==> src/rtl/bmp24_pkg.sv <==
// shared types and constants for the 24-bit bmp to rgb555 stream decoder
// no dependencies; imported by bmp24_to_rgb555_stream_decoder
package bmp24_pkg;

    // header byte positions and pixel data start floor
    localparam logic [15:0] HDR_OFFSET_POS = 16'd10;
    localparam logic [15:0] HDR_WIDTH_POS  = 16'd18;
    localparam logic [15:0] HDR_HEIGHT_POS = 16'd22;
    localparam logic [15:0] HDR_END        = 16'd24;
    localparam int          CHANNEL_SHIFT  = 3;
    localparam int          COORD_BITS_DEF = 12;

    // register indexes of the configuration port
    localparam logic [1:0] CFG_ORIGIN_X     = 2'd0;
    localparam logic [1:0] CFG_ORIGIN_Y     = 2'd1;
    localparam logic [1:0] CFG_COLUMN_LIMIT = 2'd2;

    localparam logic [15:0] COLUMN_LIMIT_RST = 16'hFFFF;

    typedef struct packed {
        logic [7:0] byte_value;
        logic       file_start;
    } t_in_req;

    typedef struct packed {
        logic [11:0] pixel_x;
        logic [11:0] pixel_y;
        logic [14:0] pixel_color;
        logic        last_pixel;
    } t_out_req;

endpackage

==> src/rtl/bmp24_to_rgb555_stream_decoder.sv <==
// top level of the 24-bit bmp to rgb555 stream decoder
// depends on bmp24_pkg for the request types, header positions and register indexes

// Takes a 24-bit BMP file one byte per request in file order and returns one
// RGB555 pixel request per blue/green/red triple of pixel data. A byte with
// file_start set restarts parsing at byte 0. Width, height and pixel data
// offset are captured from the header; pixel data begins at the larger of the
// offset and byte 24, rows carry no padding, and the bottom row comes first in
// the file so rows are flipped before origin_y is added. Coordinates wrap at
// COORD_BITS bits (and at the 12-bit port width). Pixels whose file column is
// at or beyond column_limit are counted but not sent. A zero width or height
// gives no pixels; bytes after the last pixel are ignored until the next file.
// Rate: one byte per clock unless the output stalls. Each byte is decoded by
// a single layer of counters, compares and adds straight into the output
// register, so the input is taken in every cycle in which the output register
// is empty or is being drained; a stalled output holds the input while it
// stays stalled. Configuration (origin_x, origin_y, column_limit) is always
// ready; the user must write it only while the stream is idle (unenforced).
module bmp24_to_rgb555_stream_decoder #(
    parameter int COORD_BITS = bmp24_pkg::COORD_BITS_DEF
) (
    input  logic               i_clk,
    input  logic               i_rst_n,
    // byte input
    input  logic               i_in_valid,
    output logic               o_in_stall,
    input  bmp24_pkg::t_in_req i_in_req,
    // pixel output
    output logic               o_out_valid,
    input  logic               i_out_stall,
    output bmp24_pkg::t_out_req o_out_req,
    // configuration writes
    input  logic               i_cfg_valid,
    output logic               o_cfg_ready,
    input  logic [1:0]         i_cfg_index,
    input  logic [15:0]        i_cfg_data
);
    import bmp24_pkg::*;

    // coordinate wrap mask, clipped to the 12-bit port fields
    localparam int          MaskBits  = (COORD_BITS < 12) ? COORD_BITS : 12;
    localparam logic [11:0] CoordMask = 12'((64'd1 << MaskBits) - 64'd1);

    // configuration registers
    logic [10:0] r_origin_x;
    logic [10:0] r_origin_y;
    logic [15:0] r_column_limit;

    // parse state
    logic [15:0] r_byte_index, n_byte_index;
    logic [15:0] r_data_offset, n_data_offset;
    logic [15:0] r_image_width, n_image_width;
    logic [15:0] r_image_height, n_image_height;
    logic [15:0] r_column_count, n_column_count;
    logic [15:0] r_row_count, n_row_count;
    logic [1:0]  r_triple_phase, n_triple_phase;
    logic [4:0]  r_held_blue, n_held_blue;
    logic [4:0]  r_held_green, n_held_green;
    logic        r_image_done, n_image_done;

    // output register
    logic     r_out_valid, n_out_valid;
    t_out_req r_out_req, n_out_req;

    // view of the state as this byte sees it (file_start restarts the file)
    logic [15:0] e_idx, e_off, e_width, e_height, e_col, e_row;
    logic [1:0]  e_phase;
    logic [4:0]  e_blue, e_green;
    logic        e_done;

    logic        in_accept;
    logic [15:0] pix_start;
    logic        pix_byte;
    logic        last_col, last_row;
    logic [15:0] flip_row;
    logic [4:0]  chan;

    assign o_cfg_ready = 1'b1;

    // take a byte whenever the result slot is free or leaving this cycle
    assign o_in_stall  = r_out_valid & i_out_stall;
    assign in_accept   = i_in_valid & ~o_in_stall;
    assign o_out_valid = r_out_valid;
    assign o_out_req   = r_out_req;

    always_comb begin
        if (i_in_req.file_start) begin
            e_idx    = '0;
            e_off    = '0;
            e_width  = '0;
            e_height = '0;
            e_col    = '0;
            e_row    = '0;
            e_phase  = '0;
            e_blue   = '0;
            e_green  = '0;
            e_done   = 1'b0;
        end else begin
            e_idx    = r_byte_index;
            e_off    = r_data_offset;
            e_width  = r_image_width;
            e_height = r_image_height;
            e_col    = r_column_count;
            e_row    = r_row_count;
            e_phase  = r_triple_phase;
            e_blue   = r_held_blue;
            e_green  = r_held_green;
            e_done   = r_image_done;
        end
    end

    // header fields only land below byte 24, so pixel checks can use the
    // values as they stood before this byte
    assign pix_start = (e_off > HDR_END) ? e_off : HDR_END;
    assign pix_byte  = (e_idx >= pix_start) && !e_done
                       && (e_width != '0) && (e_height != '0);
    assign last_col  = (e_col == e_width - 16'd1);
    assign last_row  = (e_row == e_height - 16'd1);
    assign flip_row  = e_height - 16'd1 - e_row;
    assign chan      = i_in_req.byte_value[7:CHANNEL_SHIFT];

    always_comb begin
        n_byte_index   = r_byte_index;
        n_data_offset  = r_data_offset;
        n_image_width  = r_image_width;
        n_image_height = r_image_height;
        n_column_count = r_column_count;
        n_row_count    = r_row_count;
        n_triple_phase = r_triple_phase;
        n_held_blue    = r_held_blue;
        n_held_green   = r_held_green;
        n_image_done   = r_image_done;
        n_out_valid    = r_out_valid & i_out_stall;
        n_out_req      = r_out_req;

        if (in_accept) begin
            n_data_offset  = e_off;
            n_image_width  = e_width;
            n_image_height = e_height;
            n_column_count = e_col;
            n_row_count    = e_row;
            n_triple_phase = e_phase;
            n_held_blue    = e_blue;
            n_held_green   = e_green;
            n_image_done   = e_done;
            n_out_valid    = 1'b0;

            // little-endian header capture
            if (e_idx == HDR_OFFSET_POS) begin
                n_data_offset = {e_off[15:8], i_in_req.byte_value};
            end else if (e_idx == HDR_OFFSET_POS + 16'd1) begin
                n_data_offset = {i_in_req.byte_value, e_off[7:0]};
            end else if (e_idx == HDR_WIDTH_POS) begin
                n_image_width = {e_width[15:8], i_in_req.byte_value};
            end else if (e_idx == HDR_WIDTH_POS + 16'd1) begin
                n_image_width = {i_in_req.byte_value, e_width[7:0]};
            end else if (e_idx == HDR_HEIGHT_POS) begin
                n_image_height = {e_height[15:8], i_in_req.byte_value};
            end else if (e_idx == HDR_HEIGHT_POS + 16'd1) begin
                n_image_height = {i_in_req.byte_value, e_height[7:0]};
            end

            if (pix_byte) begin
                case (e_phase)
                    2'd0: begin
                        n_held_blue    = chan;
                        n_triple_phase = 2'd1;
                    end
                    2'd1: begin
                        n_held_green   = chan;
                        n_triple_phase = 2'd2;
                    end
                    default: begin
                        n_triple_phase = 2'd0;
                        if (e_col < r_column_limit) begin
                            n_out_valid           = 1'b1;
                            n_out_req.pixel_x     = ({1'b0, r_origin_x} + e_col[11:0])
                                                    & CoordMask;
                            n_out_req.pixel_y     = ({1'b0, r_origin_y} + flip_row[11:0])
                                                    & CoordMask;
                            n_out_req.pixel_color = {chan, e_green, e_blue};
                            n_out_req.last_pixel  = last_col & last_row;
                        end
                        if (last_col) begin
                            n_column_count = '0;
                            if (last_row) begin
                                n_image_done = 1'b1;
                            end else begin
                                n_row_count = e_row + 16'd1;
                            end
                        end else begin
                            n_column_count = e_col + 16'd1;
                        end
                    end
                endcase
            end

            // byte counter saturates on long files
            if (e_idx != 16'hFFFF) begin
                n_byte_index = e_idx + 16'd1;
            end else begin
                n_byte_index = e_idx;
            end
        end
    end

    always_ff @(posedge i_clk) begin
        if (!i_rst_n) begin
            r_origin_x     <= '0;
            r_origin_y     <= '0;
            r_column_limit <= COLUMN_LIMIT_RST;
        end else if (i_cfg_valid && o_cfg_ready) begin
            case (i_cfg_index)
                CFG_ORIGIN_X:     r_origin_x     <= i_cfg_data[10:0];
                CFG_ORIGIN_Y:     r_origin_y     <= i_cfg_data[10:0];
                CFG_COLUMN_LIMIT: r_column_limit <= i_cfg_data;
                default: begin
                end
            endcase
        end
    end

    always_ff @(posedge i_clk) begin
        if (!i_rst_n) begin
            r_byte_index   <= '0;
            r_data_offset  <= '0;
            r_image_width  <= '0;
            r_image_height <= '0;
            r_column_count <= '0;
            r_row_count    <= '0;
            r_triple_phase <= '0;
            r_held_blue    <= '0;
            r_held_green   <= '0;
            r_image_done   <= 1'b0;
            r_out_valid    <= 1'b0;
        end else begin
            r_byte_index   <= n_byte_index;
            r_data_offset  <= n_data_offset;
            r_image_width  <= n_image_width;
            r_image_height <= n_image_height;
            r_column_count <= n_column_count;
            r_row_count    <= n_row_count;
            r_triple_phase <= n_triple_phase;
            r_held_blue    <= n_held_blue;
            r_held_green   <= n_held_green;
            r_image_done   <= n_image_done;
            r_out_valid    <= n_out_valid;
        end
    end

    // payload needs no reset
    always_ff @(posedge i_clk) begin
        r_out_req <= n_out_req;
    end

`ifndef SYNTHESIS
    // the phase counter only walks blue, green, red
    a_phase_range: assert property (@(posedge i_clk) disable iff (!i_rst_n)
        r_triple_phase != 2'd3)
        else $error("triple phase out of range");

    // a waiting final pixel means the image has been closed
    a_last_done: assert property (@(posedge i_clk) disable iff (!i_rst_n)
        (o_out_valid && o_out_req.last_pixel) |-> r_image_done)
        else $error("last pixel sent without image done");

    // the column position never runs past the captured width
    a_col_bound: assert property (@(posedge i_clk) disable iff (!i_rst_n)
        (r_image_width != '0 && r_column_count != '0)
            |-> (r_column_count < r_image_width))
        else $error("column count beyond image width");

    // a pixel is only produced by an accepted byte
    a_out_source: assert property (@(posedge i_clk) disable iff (!i_rst_n)
        (!in_accept && !(r_out_valid && i_out_stall)) |=> !o_out_valid)
        else $error("pixel appeared without an accepted byte");
`endif

endmodule
==> config.mk <==
export PLATFORM = sky130hd
export DESIGN_NAME = bmp24_to_rgb555_stream_decoder
export DESIGN_NICKNAME = d
export VERILOG_FILES = /design/src/rtl/bmp24_pkg.sv /design/src/rtl/bmp24_to_rgb555_stream_decoder.sv
export SDC_FILE = /design/constraint.sdc
export NUM_CORES = 1
export LEC_CHECK = 0
export BUFFER_PORTS_ARGS = -buffer_cell sky130_fd_sc_hd__clkbuf_2
export CORE_MARGIN = 2
export CORE_UTILIZATION = 56
export CTS_CLUSTER_DIAMETER = 80
export DETAILED_ROUTE_END_ITERATION = 10
export PLACE_DENSITY = 0.86
export REMOVE_ABC_BUFFERS = 1
export SYNTH_ARGS = -nofsm -noshare
export SYNTH_HDL_FRONTEND = slang
export SYNTH_SLANG_ARGS = --single-unit
==> constraint.sdc <==
create_clock -name i_clk -period 7.1 [get_ports i_clk]
set_clock_uncertainty 0.2 [all_clocks]
set_input_delay 0.355 -clock i_clk [delete_from_list [all_inputs] [get_ports i_clk]]
set_output_delay 0.355 -clock i_clk [all_outputs]
set_load 0.02 [all_outputs]
# == Word-level counts from Yosys, hierarchy flattened ==
# Cells that the tools add are included.
# Widths: inputs -> output; s select.
# totals
regBits,188
inputBits,32
out_inout_bits,43
wordCells,104
# classes
addsub,8
n_lt_le_gt_ge,3
eq_ne,12
n_mux,45
bitwise_logic,5
reduce_logical,13
# ops
cell,count
$mux 16,27
$eq 16x5->1 const B,4
$add 16x1->16 const B,3
$eq 16x16->1,2
$eq 16x4->1 const B,2
$reduce_bool 16->1,2
$sub 16x1->16 const B,2
$mux 5,6
$add 11x12->12,2
$ge 16x16->1,1
$gt 16x5->1 const B,1
$lt 16x16->1,1
$ne 16x16->1 const B,1
$sub 12x12->12,1
$mux 1,9
$reduce_and 2->1,3
$eq 2x1->1 const B,2
$logic_not 2->1,2
$mux 2,2
$pmux 2 s2,1
$reduce_and 4->1,1
$and 1x1->1,3
$logic_and 1x1->1,3
$eq 2x2->1 const B,1
3 further kinds,4

# == Depth between registers and ports, before layout ==
# depth
ltp_word,9
ltp_mapped,21
ltp_nobuf,16

# == Worst setup path before layout ==
# OpenSTA, ideal clock, no wires.
# synth_timing
path_kind,in2reg
startpoint,input i_in_req[0] (netlist name)
endpoint,register r_out_req (netlist bit o_out_req[0]) (enable)
setup_ns,0.451
arrival_time_ns,5.619
required_ns,6.449
setup_slack_ns,0.830
cell_stages,17
n_path_buf,7
cell_sequence,buf_2 > buf_2 > buf_1 > buf_1 > buf_1 > clkbuf_1 > clkbuf_1 > nor2b_1 > ha_1 > a21o_1 > a21o_1 > a21oi_1 > o211ai_1 > a21oi_1 > nor2_1 > nand3_1 > a21oi_1
# synth_between
elab_chain_cells,8
word_cells_on_any_way,22
classes_between,order compare (3); eq/ne (1); mux (8); bitwise (1); reduce/logical (9)
# synth_lines
item,line,rtl
"start, declared",bmp24_to_rgb555_stream_decoder.sv:27,"input bmp24_pkg::t_in_req i_in_req,"
$mux 16,bmp24_to_rgb555_stream_decoder.sv:87,if (i_in_req.file_start) begin
$gt 16x5->1,bmp24_to_rgb555_stream_decoder.sv:114,assign pix_start = (e_off > HDR_END) ? e_off : HDR_END;
$mux 16,bmp24_to_rgb555_stream_decoder.sv:114,
$ge 16x16->1,bmp24_to_rgb555_stream_decoder.sv:115,assign pix_byte = (e_idx >= pix_start) && !e_done
$logic_and 1x1->1,bmp24_to_rgb555_stream_decoder.sv:115,
$logic_and 1x1->1 (2 in series),bmp24_to_rgb555_stream_decoder.sv:116,&& (e_width != '0) && (e_height != '0);
$reduce_and 4->1 (no source line) *,--,
"end signal, assigned",bmp24_to_rgb555_stream_decoder.sv:253,r_out_req <= n_out_req;
"end, declared",bmp24_to_rgb555_stream_decoder.sv:63,"t_out_req r_out_req, n_out_req;"
# Mark *: on every way between the ends. The rest lies on a longest branch, timed or not.
# A chain may end at the register's enable or synchronous reset.

# == Final worst setup path ==
# layout_timing
startpoint,input i_in_req[0] (netlist name)
endpoint,"register r_out_req (netlist bit o_out_req[26]), data pin"
# layout_between
elab_chain_cells,4
word_cells_on_any_way,5
classes_between,add/sub (3); mux (2)
# layout_lines
item,line,rtl
$mux 16,bmp24_to_rgb555_stream_decoder.sv:87,
$sub 16x1->16,bmp24_to_rgb555_stream_decoder.sv:119,assign flip_row = e_height - 16'd1 - e_row;
$sub 12x12->12 *,bmp24_to_rgb555_stream_decoder.sv:119,
$add 11x12->12 *,bmp24_to_rgb555_stream_decoder.sv:179,"n_out_req.pixel_y = ({1'b0, r_origin_y} + flip_row[11:0])"
# Marks and branches as above.

==> results_dict.tcl <==
set metrics [dict create \
    vias 10700 \
    finalInstanceArea_sq_um 12700 \
    crit_type "in -> reg" \
    setup_tns_ps 0 \
    required_ps 7180 \
    hold_viol_final 0 \
    cts_tree "yes" \
    multiInputGateArea_sq_um 6870 \
    setup_viol 0 \
    crit-reg2reg-launch "r_data_offset[8]$_SDFFE_PN0P_" \
    grt_pass1_vias 9932 \
    start_util_pct 57.1 \
    path_max_fanout 36 \
    synth_seq_cells 188 \
    post_cts_buffers 0 \
    grt_usage_pct 28.9 \
    max_cap_violations 0 \
    root_buffer "clkbuf_16" \
    crit_chain "buf_2, inv_1, buf_4, nand2_1, ha_1, clkinv_1, xnor2_1, fa_1, ha_1, nor2b_1, o21ai_0, a21boi_0, o21ai_0, a21boi_0, o21ai_0, or4b_2, o211ai_1" \
    rsz0062_at_grt "no" \
    finalCriticalPeriod_ps 4810 \
    dieArea_sq_um 21800 \
    synth-warning-count 0 \
    wl_um 31500 \
    syn_to_final_growth_pct 10.0 \
    cts_buffers 17 \
    end_kind "register" \
    relSlewSlack_pct 20.8 \
    die_w_um 148 \
    cts.reportedPaths.clkPinSlew_ps 70 \
    gp_congestion 0.954 \
    crit_path_max_incr_delay_ps 600 \
    leakagePower_nw 5.06 \
    vdd_drop_max_mv 0.185 \
    start_kind "input pin" \
    wl_per_cell_um 18.9 \
    layout_common_cells "148 x dfxtp_1, 144 x nor2_1, 121 x nand2_1, 72 x clkbuf_2, 61 x a21oi_1" \
    die_height_um 148 \
    netlist_area_sq_um 11600 \
    placed_area_sq_um 12000 \
    avgViaCountPerCell 6.42 \
    hp-class "in -> reg" \
    ys_seq_area_share_pct 36.0 \
    outcome "finished, final reports clean" \
    clock_latency_ps 440 \
    grt_antenna_before_repair 1 \
    syn_area_per_cell_sq_um 8.56 \
    core_area_sq_um 20200 \
    drtIter0Drc 1132 \
    htreeDepth 4 \
    max_freq_mhz 208 \
    drtPass1Iterations 8 \
    num_rows 52 \
    ant_nets 0 \
    arrival_ps 4900 \
    fillCellCount 1642 \
    ctsLongestPathBuffers 2 \
    regArea_sq_um 4160 \
    port_buffers 73 \
    clock_sinks 188 \
    fin_nets 1487 \
    drc 0 \
    grt_pass1_wl_um 50700 \
    path_buf_inv 4 \
    hp-start "i_cfg_data[1]" \
    place.detailed.hpwl_um 22600 \
    cp-startpoint "i_in_req[0]" \
    drive_above_1_share_pct 10.6 \
    post-route-period-util_pct 67.8 \
    ys.flop_type "dfxtp_1" \
    final_common_cell "dfxtp_1" \
    grt-ovfl-total 0 \
    grt_max_degree 77 \
    ios 75 \
    async_flop_share_pct 0 \
    cp_top_family "adder cells" \
    p_total_mw 2.24 \
    synthCells 1349 \
    yosysUniqueCellTypes 80 \
    diodes 0 \
    crit_top_cell "o21ai_0" \
    critPathSlowestCell "or4b_2" \
    powerDensity_nw_per_um2 176 \
    cts_resized 0 \
    final-max-slew-violation-count 0 \
    synth_edf_count 40 \
    tightest_slew_ps 1180 \
]
-- tightest hold or removal path: stages --
cell and delay, ps:
clkbuf_2 130, nand2_1 70, o211ai_1 80
-- stage by stage --
step / worst slack, ps / cells / utilization (%) / hold WS (ps)
6_report: 2290 / 1666 / 62.8 / 34.2
5_1_grt: 1860 / 1666 / 62.8 / 25.9
4_1_cts: 2330 / 1666 / 62.8 / 13.8
3_5_place_dp: 1920 / 1628 / 59.5 / 265
3_3_place_gp: 2080 / 1628 / 59.5 / 263
2_1_floorplan: 1330 / 1272 / - / 234
-- power breakdown --
group | internal (mW) | switching, mW
Combinational | 0.0488 | 0.100
Sequential | 1.10 | 0.00636
Clock | 0.533 | 0.452
-- flip-flops by register name, indices dropped and copies added, names as in the netlist, 2 cells and up --
signal          count
o_out_req          40
r_byte_index       16
r_column_count     16
r_column_limit     16
r_data_offset      16
r_held_blue         5
r_held_green        5
r_image_height     16
r_image_width      16
r_origin_x         11
r_origin_y         11
r_row_count        16
r_triple_phase      2
-- layer usage --
metal	track usage, %	wire length (um)	vias to the layer above
li1	-	-	4968
met1	38.6	13200	5087
met2	46.3	14400	552
met3	4.97	2740	94
met4	12.7	1170	0
met5	0	0	-
-- what timing repair did --
item / CTS / global route
hold buffers: 6 / 0
hold endpoints to repair: 7 / 0
setup endpoints to repair: 0 / 0
-- kinds of logic (layout without fill, tap and decap cells) --
kind of cell | count (synthesis) | after routing | share of synthesized area (%)
xor gates and xnor gates | 65 | 65 | 5.05
buffers and inverters | 134 | 181 | 4.72
other | 1 | 1 | 0.0325
adders and majority gates | 72 | 72 | 8.58
and+or+nand+nor | 555 | 555 | 24.3
DFF | 188 | 188 | 36.0
muxes | 35 | 35 | 3.05
AOI/OAI and AO/OA | 299 | 299 | 18.2
-- cell type report --
cell class | count | share of cell area [%]
Clock buffer | 17 | 3.35
Timing Repair Buffer | 92 | 4.11
Inverter | 57 | 1.68
Clock inverter | 15 | 1.43
Sequential cell | 188 | 32.8
Tap cell | 270 | 2.66
Multi-Input combinational cell | 1027 | 54.0
-- path summary, 6_finish.rpt --
kind | depth (start not counted) | end | slack, ps
hold / removal | 3 | r_column_limit[1]$_SDFFE_PN1P_ | 30
setup reg to reg | 13 | o_out_req[3]$_DFFE_PP_ | 2340
setup / recovery | 17 | o_out_req[26]$_DFFE_PP_ | 2290
hold reg to reg | 1 | r_held_green[2]$_SDFFE_PN0P_ | 280
-- cell usage after synthesis (5+ instances only) --
library cell  count  area (sq um)
nand2b_1         15          93.8
nor3_1           37           185
nand3_1          58           290
or3_1            12          75.1
mux2i_1          33           330
nand2_1         121           454
buf_1            16          60.1
a21boi_0          7          52.6
inv_1            54           203
o211ai_1         24           180
a21oi_1          62           310
a22oi_1          50           375
o311ai_0          5          43.8
nor3b_1           8          60.1
fa_1             12           240
edfxtp_1         40          1200
a31oi_1          10          62.6
o21ai_1           5          25.0
dfxtp_1         148          2960
nand4_1          26           163
o22ai_1           6          37.5
a32o_1           12           120
xor2_1           19           166
xnor2_1          45           394
a21o_1           17           128
o21ai_0          36           180
nor2b_1          56           350
nor4_1           21           131
and2_1            7          43.8
o21a_1            7          52.6
buf_2             5          25.0
nor2_1          144           541
a31o_2            9          78.8
ha_1             60           751
and3_1           14          87.6
clkbuf_1         49           184
and4_1            5          43.8
Note: power is estimated with default switching activity, not from simulation.
